==> src/hw/rtl/olrs_pkg.sv <==
// ----------------------------------------------------------------------------
// Occupancy lighting relay sequencer package
// Shared types, codes and constants of the relay sequencer.
// ----------------------------------------------------------------------------
package olrs_pkg;

    localparam int unsigned MS_PER_S   = 1000;
    localparam int unsigned MS_PER_MIN = 60000;

    localparam int unsigned AUTO_MS_W   = 26;
    localparam int unsigned MIN_MS_W    = 24;
    localparam int unsigned FOLLOW_MS_W = 17;
    localparam int unsigned CFG_DATA_W  = 16;
    localparam int unsigned CFG_IDX_W   = 3;

    localparam int unsigned RST_AUTO_TIMEOUT_S = 300;
    localparam int unsigned RST_TIMEOUT_MIN    = 30;
    localparam int unsigned RST_FILL_TIME_MS   = 2500;

    typedef enum logic [2:0] {
        CMD_TICK       = 3'd0,
        CMD_RAMP_UP    = 3'd1,
        CMD_RAMP_MOVE  = 3'd2,
        CMD_RADAR      = 3'd3,
        CMD_NIGHT      = 3'd4,
        CMD_TOGGLE     = 3'd5,
        CMD_LONG_PRESS = 3'd6
    } t_cmd;

    typedef enum logic [CFG_IDX_W-1:0] {
        CFG_AUTO_TIMEOUT   = 3'd0,
        CFG_MANUAL_TIMEOUT = 3'd1,
        CFG_FORGET_TWO     = 3'd2,
        CFG_FORGET_THREE   = 3'd3,
        CFG_FILL_TIME      = 3'd4,
        CFG_FOLLOW_ENABLE  = 3'd5
    } t_cfg_idx;

    localparam logic [1:0] FILL_NONE = 2'd0;
    localparam logic [1:0] FILL_SLOW = 2'd1;
    localparam logic [1:0] FILL_FAST = 2'd2;

    typedef enum logic [1:0] {
        FS_IDLE    = 2'd0,
        FS_WAITING = 2'd1,
        FS_READY   = 2'd2
    } t_follow;

    typedef struct packed {
        logic [2:0]  command;
        logic [31:0] time_ms;
        logic        active;
        logic        motion;
        logic        still_target;
        logic [1:0]  relay_index;
        logic        anim_busy;
    } t_item;

    typedef struct packed {
        logic [3:0] relay_on;
        logic [3:0] relay_auto;
        logic [3:0] relay_disabled;
        logic [1:0] fill_request;
        logic       unfill_request;
        logic       motion_recent;
        logic       night;
        logic       state_notice;
    } t_result;

    typedef struct packed {
        logic [AUTO_MS_W-1:0]   auto_ms;
        logic [MIN_MS_W-1:0]    manual_ms;
        logic [MIN_MS_W-1:0]    forget_two_ms;
        logic [MIN_MS_W-1:0]    forget_three_ms;
        logic [FOLLOW_MS_W-1:0] follow_ms;
        logic                   follow_en;
    } t_cfg;

    typedef struct packed {
        logic [3:0]        on;
        logic [3:0]        dis;
        logic [3:0]        au;
        logic [1:0][31:0]  dl;
        logic [1:0]        dl_vld;
        logic [2:0][31:0]  lm;
        logic [2:0]        lm_vld;
        logic              unfill_pending;
        t_follow           fs;
        logic [31:0]       arm_time;
        logic              motion_flag;
        logic [31:0]       motion_time;
        logic              night;
    } t_state;

    localparam t_state STATE_RESET = '0;

endpackage

==> src/hw/rtl/occupancy_lighting_relay_sequencer_core.sv <==
// ----------------------------------------------------------------------------
// Occupancy lighting relay sequencer core
// Event-driven sequencer for four lighting relays with fill/unfill requests.
//
//   Channel  | Handshake                  | Payload
//   ---------+----------------------------+------------------------------------
//   event    | i_in_valid / o_in_stall    | command, time, flags, relay index
//   result   | o_out_valid / i_out_stall  | relay bits, requests, status
//   config   | i_cfg_we                   | i_cfg_index, i_cfg_data
//
// An accepted event sits in the input register while the update logic works
// on it, and its result beat enters the result register once that register is
// free or being taken, so a stalled result holds the event back.
// A new event is accepted every cycle while results are taken.
// Reset is synchronous and returns all relays off, day and default registers.
// A stalled result holds its beat while one more event waits in the input register.
// ----------------------------------------------------------------------------
module occupancy_lighting_relay_sequencer_core import olrs_pkg::*; #(
    parameter int unsigned FOLLOW_DELAY_MS = 500,
    parameter int unsigned MOTION_HOLD_MS  = 5000
) (
    input  logic                  i_clk,
    input  logic                  i_rst_n,
    input  logic                  i_cfg_we,
    input  logic [CFG_IDX_W-1:0]  i_cfg_index,
    input  logic [CFG_DATA_W-1:0] i_cfg_data,
    input  logic                  i_in_valid,
    output logic                  o_in_stall,
    input  logic [2:0]            i_command,
    input  logic [31:0]           i_time_ms,
    input  logic                  i_active,
    input  logic                  i_motion,
    input  logic                  i_still_target,
    input  logic [1:0]            i_relay_index,
    input  logic                  i_anim_busy,
    output logic                  o_out_valid,
    input  logic                  i_out_stall,
    output logic [3:0]            o_relay_on,
    output logic [3:0]            o_relay_auto,
    output logic [3:0]            o_relay_disabled,
    output logic [1:0]            o_fill_request,
    output logic                  o_unfill_request,
    output logic                  o_motion_recent,
    output logic                  o_night,
    output logic                  o_state_notice
);

    t_cfg    r_cfg;
    t_state  r_state;
    t_state  n_state;
    t_item   r_item;
    t_result r_result;
    t_result n_result;
    logic    r_in_vld;
    logic    r_out_vld;
    logic    in_acc;
    logic    advance;

    assign advance    = r_in_vld && (!r_out_vld || !i_out_stall);
    assign o_in_stall = r_in_vld && !advance;
    assign in_acc     = i_in_valid && !o_in_stall;

    always_ff @(posedge i_clk) begin
        if (!i_rst_n) begin
            r_cfg.auto_ms         <= AUTO_MS_W'(RST_AUTO_TIMEOUT_S * MS_PER_S);
            r_cfg.manual_ms       <= MIN_MS_W'(RST_TIMEOUT_MIN * MS_PER_MIN);
            r_cfg.forget_two_ms   <= MIN_MS_W'(RST_TIMEOUT_MIN * MS_PER_MIN);
            r_cfg.forget_three_ms <= MIN_MS_W'(RST_TIMEOUT_MIN * MS_PER_MIN);
            r_cfg.follow_ms       <= FOLLOW_MS_W'(RST_FILL_TIME_MS + FOLLOW_DELAY_MS);
            r_cfg.follow_en       <= 1'b1;
        end else if (i_cfg_we) begin
            unique case (t_cfg_idx'(i_cfg_index))
                CFG_AUTO_TIMEOUT: begin
                    r_cfg.auto_ms <= AUTO_MS_W'(i_cfg_data) * AUTO_MS_W'(MS_PER_S);
                end
                CFG_MANUAL_TIMEOUT: begin
                    r_cfg.manual_ms <= MIN_MS_W'(i_cfg_data[7:0]) * MIN_MS_W'(MS_PER_MIN);
                end
                CFG_FORGET_TWO: begin
                    r_cfg.forget_two_ms <= MIN_MS_W'(i_cfg_data[7:0]) * MIN_MS_W'(MS_PER_MIN);
                end
                CFG_FORGET_THREE: begin
                    r_cfg.forget_three_ms <= MIN_MS_W'(i_cfg_data[7:0])
                                             * MIN_MS_W'(MS_PER_MIN);
                end
                CFG_FILL_TIME: begin
                    r_cfg.follow_ms <= FOLLOW_MS_W'(i_cfg_data)
                                       + FOLLOW_MS_W'(FOLLOW_DELAY_MS);
                end
                CFG_FOLLOW_ENABLE: begin
                    r_cfg.follow_en <= i_cfg_data[0];
                end
                default: begin
                end
            endcase
        end
    end

    always_ff @(posedge i_clk) begin
        if (!i_rst_n) begin
            r_state   <= STATE_RESET;
            r_in_vld  <= 1'b0;
            r_out_vld <= 1'b0;
        end else begin
            if (in_acc) begin
                r_in_vld <= 1'b1;
            end else if (advance) begin
                r_in_vld <= 1'b0;
            end
            if (advance) begin
                r_state   <= n_state;
                r_out_vld <= 1'b1;
            end else if (!i_out_stall) begin
                r_out_vld <= 1'b0;
            end
        end
    end

    always_ff @(posedge i_clk) begin
        if (in_acc) begin
            r_item.command      <= i_command;
            r_item.time_ms      <= i_time_ms;
            r_item.active       <= i_active;
            r_item.motion       <= i_motion;
            r_item.still_target <= i_still_target;
            r_item.relay_index  <= i_relay_index;
            r_item.anim_busy    <= i_anim_busy;
        end
        if (advance) begin
            r_result <= n_result;
        end
    end

    olrs_update #(
        .MOTION_HOLD_MS (MOTION_HOLD_MS)
    ) u_update (
        .i_state  (r_state),
        .i_item   (r_item),
        .i_cfg    (r_cfg),
        .o_state  (n_state),
        .o_result (n_result)
    );

    assign o_out_valid      = r_out_vld;
    assign o_relay_on       = r_result.relay_on;
    assign o_relay_auto     = r_result.relay_auto;
    assign o_relay_disabled = r_result.relay_disabled;
    assign o_fill_request   = r_result.fill_request;
    assign o_unfill_request = r_result.unfill_request;
    assign o_motion_recent  = r_result.motion_recent;
    assign o_night          = r_result.night;
    assign o_state_notice   = r_result.state_notice;

endmodule

==> src/hw/rtl/olrs_update.sv <==
// ----------------------------------------------------------------------------
// Relay sequencer event update
// Computes the next sequencer state and the result beat for one event.
// ----------------------------------------------------------------------------
module olrs_update import olrs_pkg::*; #(
    parameter int unsigned MOTION_HOLD_MS = 5000
) (
    input  t_state  i_state,
    input  t_item   i_item,
    input  t_cfg    i_cfg,
    output t_state  o_state,
    output t_result o_result
);

    function automatic logic expired(logic [31:0] now, logic [31:0] dl);
        logic [31:0] diff;
        diff = now - dl;
        return !diff[31];
    endfunction

    function automatic t_state relay_drop(t_state s, logic [1:0] i);
        s.on[i] = 1'b0;
        s.au[i] = 1'b0;
        if (i == 2'd0) begin
            s.dl_vld[0] = 1'b0;
        end
        if (i == 2'd1) begin
            s.dl_vld[1] = 1'b0;
        end
        return s;
    endfunction

    function automatic t_state relay_one_off(t_state s);
        if (s.on[0]) begin
            if (s.on[1] && s.au[1]) begin
                s    = relay_drop(s, 2'd1);
                s.fs = FS_IDLE;
            end
            s.unfill_pending = 1'b1;
            s.dl_vld[0]      = 1'b0;
        end
        return s;
    endfunction

    function automatic t_state arm_follow(t_state s, logic [31:0] now, logic en);
        if (!s.dis[1] && en) begin
            s.fs       = FS_WAITING;
            s.arm_time = now;
        end
        return s;
    endfunction

    function automatic t_state touch_all(t_state s, logic [31:0] now);
        s.lm[0]  = now;
        s.lm[1]  = now;
        s.lm[2]  = now;
        s.lm_vld = 3'b111;
        return s;
    endfunction

    function automatic t_state relay_one_auto(t_state s, logic [31:0] now,
                                              logic [31:0] tmo, logic en);
        if (s.on[0]) begin
            s.dl[0]     = now + tmo;
            s.dl_vld[0] = 1'b1;
            s.lm[0]     = now;
            s.lm_vld[0] = 1'b1;
        end else if (!s.dis[0]) begin
            s.au[0]     = 1'b1;
            s.dl[0]     = now + tmo;
            s.dl_vld[0] = 1'b1;
            s.on[0]     = 1'b1;
            s           = arm_follow(s, now, en);
            s           = touch_all(s, now);
        end
        return s;
    endfunction

    t_state      s;
    logic [1:0]  fill;
    logic        unfill;
    logic        notice;
    logic [31:0] now;
    logic [31:0] auto_ms;
    logic [1:0]  idx;

    assign now     = i_item.time_ms;
    assign auto_ms = 32'(i_cfg.auto_ms);
    assign idx     = i_item.relay_index;

    always_comb begin
        s      = i_state;
        fill   = FILL_NONE;
        unfill = 1'b0;
        notice = 1'b0;
        unique case (t_cmd'(i_item.command))
            CMD_TICK: begin
                if (s.on[0] && !s.unfill_pending && s.dl_vld[0] && expired(now, s.dl[0])) begin
                    unfill = 1'b1;
                    s      = relay_one_off(s);
                end
                if (s.unfill_pending && !i_item.anim_busy) begin
                    s.unfill_pending = 1'b0;
                    s                = relay_drop(s, 2'd0);
                    s.fs             = FS_IDLE;
                end
                if (s.fs == FS_WAITING && !i_item.anim_busy
                        && (now - s.arm_time) >= 32'(i_cfg.follow_ms)) begin
                    s.fs = FS_READY;
                end
                if (s.fs == FS_READY) begin
                    s.fs = FS_IDLE;
                    if (!s.dis[1] && !s.on[1]) begin
                        s.au[1]     = 1'b1;
                        s.dl[1]     = now + auto_ms;
                        s.dl_vld[1] = 1'b1;
                        s.on[1]     = 1'b1;
                    end
                end
                if (s.on[1] && s.au[1] && s.dl_vld[1] && expired(now, s.dl[1])) begin
                    s = relay_drop(s, 2'd1);
                end
                if (s.on[1] && !s.au[1] && s.lm_vld[0]
                        && (now - s.lm[0]) >= 32'(i_cfg.forget_two_ms)) begin
                    s = relay_drop(s, 2'd1);
                end
                if (s.on[2] && s.lm_vld[1]
                        && (now - s.lm[1]) >= 32'(i_cfg.forget_three_ms)) begin
                    s = relay_drop(s, 2'd2);
                end
                if (s.on[3] && s.lm_vld[2]
                        && (now - s.lm[2]) >= 32'(i_cfg.forget_three_ms)) begin
                    s = relay_drop(s, 2'd3);
                end
                if (s.motion_flag && (now - s.motion_time) >= 32'(MOTION_HOLD_MS)) begin
                    s.motion_flag = 1'b0;
                end
            end
            CMD_RAMP_UP, CMD_RAMP_MOVE: begin
                if (i_item.active && s.night) begin
                    if (!s.on[0] && !s.dis[0]) begin
                        fill = FILL_SLOW;
                    end
                    s = relay_one_auto(s, now, auto_ms, i_cfg.follow_en);
                end
            end
            CMD_RADAR: begin
                if (i_item.motion || i_item.still_target) begin
                    s.motion_flag = 1'b1;
                    s.motion_time = now;
                    s             = touch_all(s, now);
                    if (s.night) begin
                        if (!s.on[0] && !s.dis[0]) begin
                            fill = FILL_FAST;
                        end
                        s = relay_one_auto(s, now, auto_ms, i_cfg.follow_en);
                    end
                end
            end
            CMD_NIGHT: begin
                if (i_item.active != s.night) begin
                    s.night = i_item.active;
                    if (!i_item.active && s.on[0] && s.au[0]) begin
                        unfill = 1'b1;
                        s      = relay_one_off(s);
                    end
                end
            end
            CMD_TOGGLE: begin
                if (!s.dis[idx]) begin
                    if (s.on[idx]) begin
                        if (idx == 2'd0) begin
                            unfill = 1'b1;
                            s      = relay_one_off(s);
                        end else begin
                            s = relay_drop(s, idx);
                        end
                    end else begin
                        s.au[idx] = 1'b0;
                        s.on[idx] = 1'b1;
                        case (idx)
                            2'd0: begin
                                s.dl[0]     = now + 32'(i_cfg.manual_ms);
                                s.dl_vld[0] = 1'b1;
                                fill        = FILL_SLOW;
                                s           = arm_follow(s, now, i_cfg.follow_en);
                            end
                            2'd1: begin
                                s.dl[1]     = now + 32'(i_cfg.forget_two_ms);
                                s.dl_vld[1] = 1'b1;
                                s.lm[0]     = now;
                                s.lm_vld[0] = 1'b1;
                            end
                            2'd2: begin
                                s.lm[1]     = now;
                                s.lm_vld[1] = 1'b1;
                            end
                            default: begin
                                s.lm[2]     = now;
                                s.lm_vld[2] = 1'b1;
                            end
                        endcase
                    end
                end
            end
            CMD_LONG_PRESS: begin
                if (s.dis[idx]) begin
                    s.dis[idx] = 1'b0;
                end else begin
                    if (s.on[idx]) begin
                        if (idx == 2'd0) begin
                            unfill = 1'b1;
                            s      = relay_one_off(s);
                        end else begin
                            s = relay_drop(s, idx);
                        end
                    end
                    s.dis[idx] = 1'b1;
                end
                notice = 1'b1;
            end
            default: begin
            end
        endcase
    end

    assign o_state                 = s;
    assign o_result.relay_on       = s.on;
    assign o_result.relay_auto     = s.au;
    assign o_result.relay_disabled = s.dis;
    assign o_result.fill_request   = fill;
    assign o_result.unfill_request = unfill;
    assign o_result.motion_recent  = s.motion_flag;
    assign o_result.night          = s.night;
    assign o_result.state_notice   = notice;

endmodule

==> config.mk <==
export PLATFORM = sky130hd
export DESIGN_NAME = occupancy_lighting_relay_sequencer_core
export DESIGN_NICKNAME = d
export VERILOG_FILES = /design/src/hw/rtl/olrs_pkg.sv /design/src/hw/rtl/occupancy_lighting_relay_sequencer_core.sv /design/src/hw/rtl/olrs_update.sv
export SDC_FILE = /design/constraint.sdc
export NUM_CORES = 2
export LEC_CHECK = 0
export ABC_CLOCK_PERIOD_IN_PS = 7900
export BUFFER_PORTS_ARGS = -buffer_cell sky130_fd_sc_hd__buf_2
export CORE_MARGIN = 2
export CORE_UTILIZATION = 35
export CTS_CLUSTER_DIAMETER = 150
export DETAILED_ROUTE_END_ITERATION = 16
export PLACE_DENSITY = 0.58
export SLEW_MARGIN = 40
export SYNTH_ARGS = -nofsm -noshare
export SYNTH_HDL_FRONTEND = slang
export SYNTH_SLANG_ARGS = --single-unit
==> constraint.sdc <==
create_clock -name i_clk -period 7.9 [get_ports i_clk]
set_input_delay 1.185 -clock i_clk [delete_from_list [all_inputs] [get_ports i_clk]]
set_output_delay 1.185 -clock i_clk [all_outputs]
set_load 0.02 [all_outputs]
==> impl_metrics.tcl <==
set metrics [dict create \
    fmaxAchievable_mhz 133 \
    seqPwrFrac_pct 29.8 \
    drt_iter0_markers 2501 \
    totalWireLength_um 121000 \
    required_ps 8250 \
    regToRegStartpoint "r_item[6]$_DFFE_PP_" \
    fin_cells 5757 \
    fillers 10287 \
    final_max_slew_viol_count 0 \
    coreArea_um2 99700 \
    ys.flop_type "dfxtp_1" \
    internal_power_uw 4690 \
    placed_cells 5660 \
    fin_skew_ps 30.6 \
    synthArstFlopShare_pct 0 \
    slew_headroom_pct 40.6 \
    final_util_pct 39.0 \
    cpMaxStageDelayCell "edfxtp_1" \
    cts_hold_buffers 0 \
    remaining_drc_errors 0 \
    pin_count 85 \
    drive_above_1_share_pct 7.31 \
    place_ws_ps -141 \
    io_buffers 84 \
    cts_buffer_depth 3 \
    dp_hpwl_um 90500 \
    startpoint_type "register" \
    vias_per_cell 5.59 \
    ant_nets 0 \
    tightest_slew_ps 884 \
    synth_fa_ha_area_share_pct 21.1 \
    grt_pass1_wl_um 183000 \
    gp_congestion 0.970 \
    final_common_cell "ha_1" \
    ff2ff_setup_slack_ps 360 \
    crit_path_max_fanout 21 \
    synth_top_family_by_area "compound AO/OA/AOI/OAI gates" \
    end_kind "register" \
    p_comb_share_pct 37.2 \
    clockRootBuffer "clkbuf_16" \
    timing.rr.end "o_relay_on[1]$_DFFE_PP_" \
    grt_max_degree 149 \
    start_util_pct 35.2 \
    synth_cells 4382 \
    p_switching_uw 2810 \
    max-vdd-ir-drop_uv 172 \
    areaGrowthSynthToFinish_pct 11.0 \
    synthMuxAreaShare_pct 1.40 \
    antenna_found_initial 9 \
    endpoint "o_relay_on[1]$_DFFE_PP_" \
    synth_edf_count 59 \
    vias 32190 \
    synthSimpleGateAreaFrac_pct 17.4 \
    period_share_pct 95.5 \
    multi_input_area_um2 24200 \
    cp-startpoint "r_item[6]$_DFFE_PP_" \
    hold_viol_final 0 \
    ys_seq_area_share_pct 24.8 \
    worstRegToRegCells 34 \
    fin_nets 5023 \
    syn-cell-area_um2 35100 \
    clock_sinks 405 \
    synth_xor_area_share_pct 5.12 \
    mostFrequentLayoutCells "ha_1 (458), nand2_1 (441), inv_1 (423)" \
    synth_fp_nets 4988 \
    die_height_um 320 \
    fp.dieW_um 320 \
    grt_pass1_vias 29550 \
    insertion_delay_ps 630 \
    drtPass1Iterations 5 \
    wl_per_cell_um 21.1 \
    total_power_uw 7490 \
    critPathMaxStageDelay_ps 380 \
    setup_ws_ps 356 \
    post_dp_cell_area_um2 37100 \
    rows 116 \
    hold_class "reg -> reg" \
    clkPwrFrac_pct 33.0 \
    p_leak_uw 0.0158 \
    yosys_warnings 0 \
    htreeDepth 2 \
    avgSynthCellArea_um2 8.00 \
    synth-compound-area-share_pct 23.6 \
    cap_violations 0 \
    critPathKind "reg -> reg" \
    dieArea_um2 103000 \
    synth_cell_types 97 \
    cts_tree "built" \
    fin_crit_ps 7540 \
    grt.total_usage_pct 22.9 \
    numCtsBuffers 49 \
    setup_viol 0 \
    path_clk_slew_ps 60 \
    arrival_ps 7890 \
    final-seq-area_um2 8700 \
    overflow 0 \
    status "finished, final reports clean" \
    design_area_um2 38900 \
    p_per_area_nw_per_um2 193 \
    synth-seq-cells 405 \
    netSwitchingFraction_pct 37.5 \
]
metrics by stage:
step / TNS, ps / hold WS [ps]
6_report: 0 / 436
5_1_grt: -1.15 / 469
4_1_cts: 0 / 437
3_5_place_dp: -230 / 426
3_3_place_gp: 0 / 415
2_1_floorplan: 0 / 408
power groups by stage:
stage,registers (uW),logic [uW],clock network (uW)
finish,2230,2790,2470
global route,2240,3100,2600
CTS,2230,2760,2510
detailed placement,2270,2740,0
global placement,2270,2730,0
floorplan,2260,1930,0
cell usage after synthesis, types with 33 or more instances:
library cell	number	area share (%)
dfxtp_1	346	20
mux2i_1	41	1.2
nor2_1	332	3.6
nand3_1	175	2.5
o211ai_1	67	1.4
nand2b_1	56	1.0
a21o_1	125	2.7
ha_1	458	16
a21oi_1	408	5.8
nor2b_1	50	0.89
nor3_1	69	0.99
nand4_1	40	0.71
clkbuf_1	162	1.7
fa_1	83	4.7
o21a_1	50	1.1
edfxtp_1	59	5.1
xnor2_1	130	3.2
a31oi_1	33	0.59
inv_1	424	4.5
xor2_1	75	1.9
o21ai_0	184	2.6
a22oi_1	68	1.5
a211oi_1	62	1.3
nand2_1	442	4.7
cells by family (layout without fill, tap and decap cells):
group                      Yosys count  after routing
muxes                               46             46
buffers and inverters              606            682
xor gates and xnor gates           205            205
adders and majority gates          541            541
and+or+nand+nor                   1317           1317
AOI/OAI and AO/OA                 1262           1262
DFF                                405            405
other                                0              1
final cells by class:
class / instances / area share, %
antenna: 1 / 0.00643
inverter: 426 / 4.14
multi-input combinational: 3371 / 62.1
clock buffer: 65 / 3.59
sequential: 405 / 22.3
timing repair buffer: 164 / 2.70
tap: 1298 / 4.17
clock inverter: 27 / 0.926
critical path, delay by kind of cell, from the launching register on:
family	cells	cell delay, ps
xor+xnor	2	280
buf+inv	2	310
mux	2	350
simple gates	6	860
fa+ha+maj	4	960
flops	1	380
compound gates	18	4120
per-layer routing:
| metal | GRT usage (%) | up-vias | part of all wire, % |
|---|---|---|---|
| met1 | 32.3 | 15410 | 47 |
| met2 | 35.5 | 910 | 43 |
| li1 | - | 15681 | - |
| met5 | 0 | - | 0.065 |
| met4 | 8.77 | 12 | 4.2 |
| met3 | 2.71 | 177 | 5.7 |
sequential cells by signal (all words and copies together), names as in the netlist, 2 cells and up:
signal            count
o_fill_request        2
o_relay_auto          4
o_relay_disabled      4
o_relay_on            4
r_cfg                98
r_item               41
r_state             246
repair_timing:
item	4_1_cts	5_1_grt
endpoints found under the setup margin	3	5
pin swaps	0	4
gates resized for setup	2	9
buffers inserted	0	4
worst min-delay path by stage:
stage,startpoint,end,slack (ps),cells past startpoint
floorplan,r_state[237]$_SDFFE_PN0P_,r_state[237]$_SDFFE_PN0P_,410,2
global route,r_state[110]$_SDFFE_PN0P_,r_state[110]$_SDFFE_PN0P_,470,2
global placement,r_state[237]$_SDFFE_PN0P_,r_state[237]$_SDFFE_PN0P_,410,2
finish,r_state[237]$_SDFFE_PN0P_,r_state[237]$_SDFFE_PN0P_,440,2
detailed placement,r_state[237]$_SDFFE_PN0P_,r_state[237]$_SDFFE_PN0P_,430,2
CTS,r_state[237]$_SDFFE_PN0P_,r_state[237]$_SDFFE_PN0P_,440,2
(Power assumes the default switching activity.)
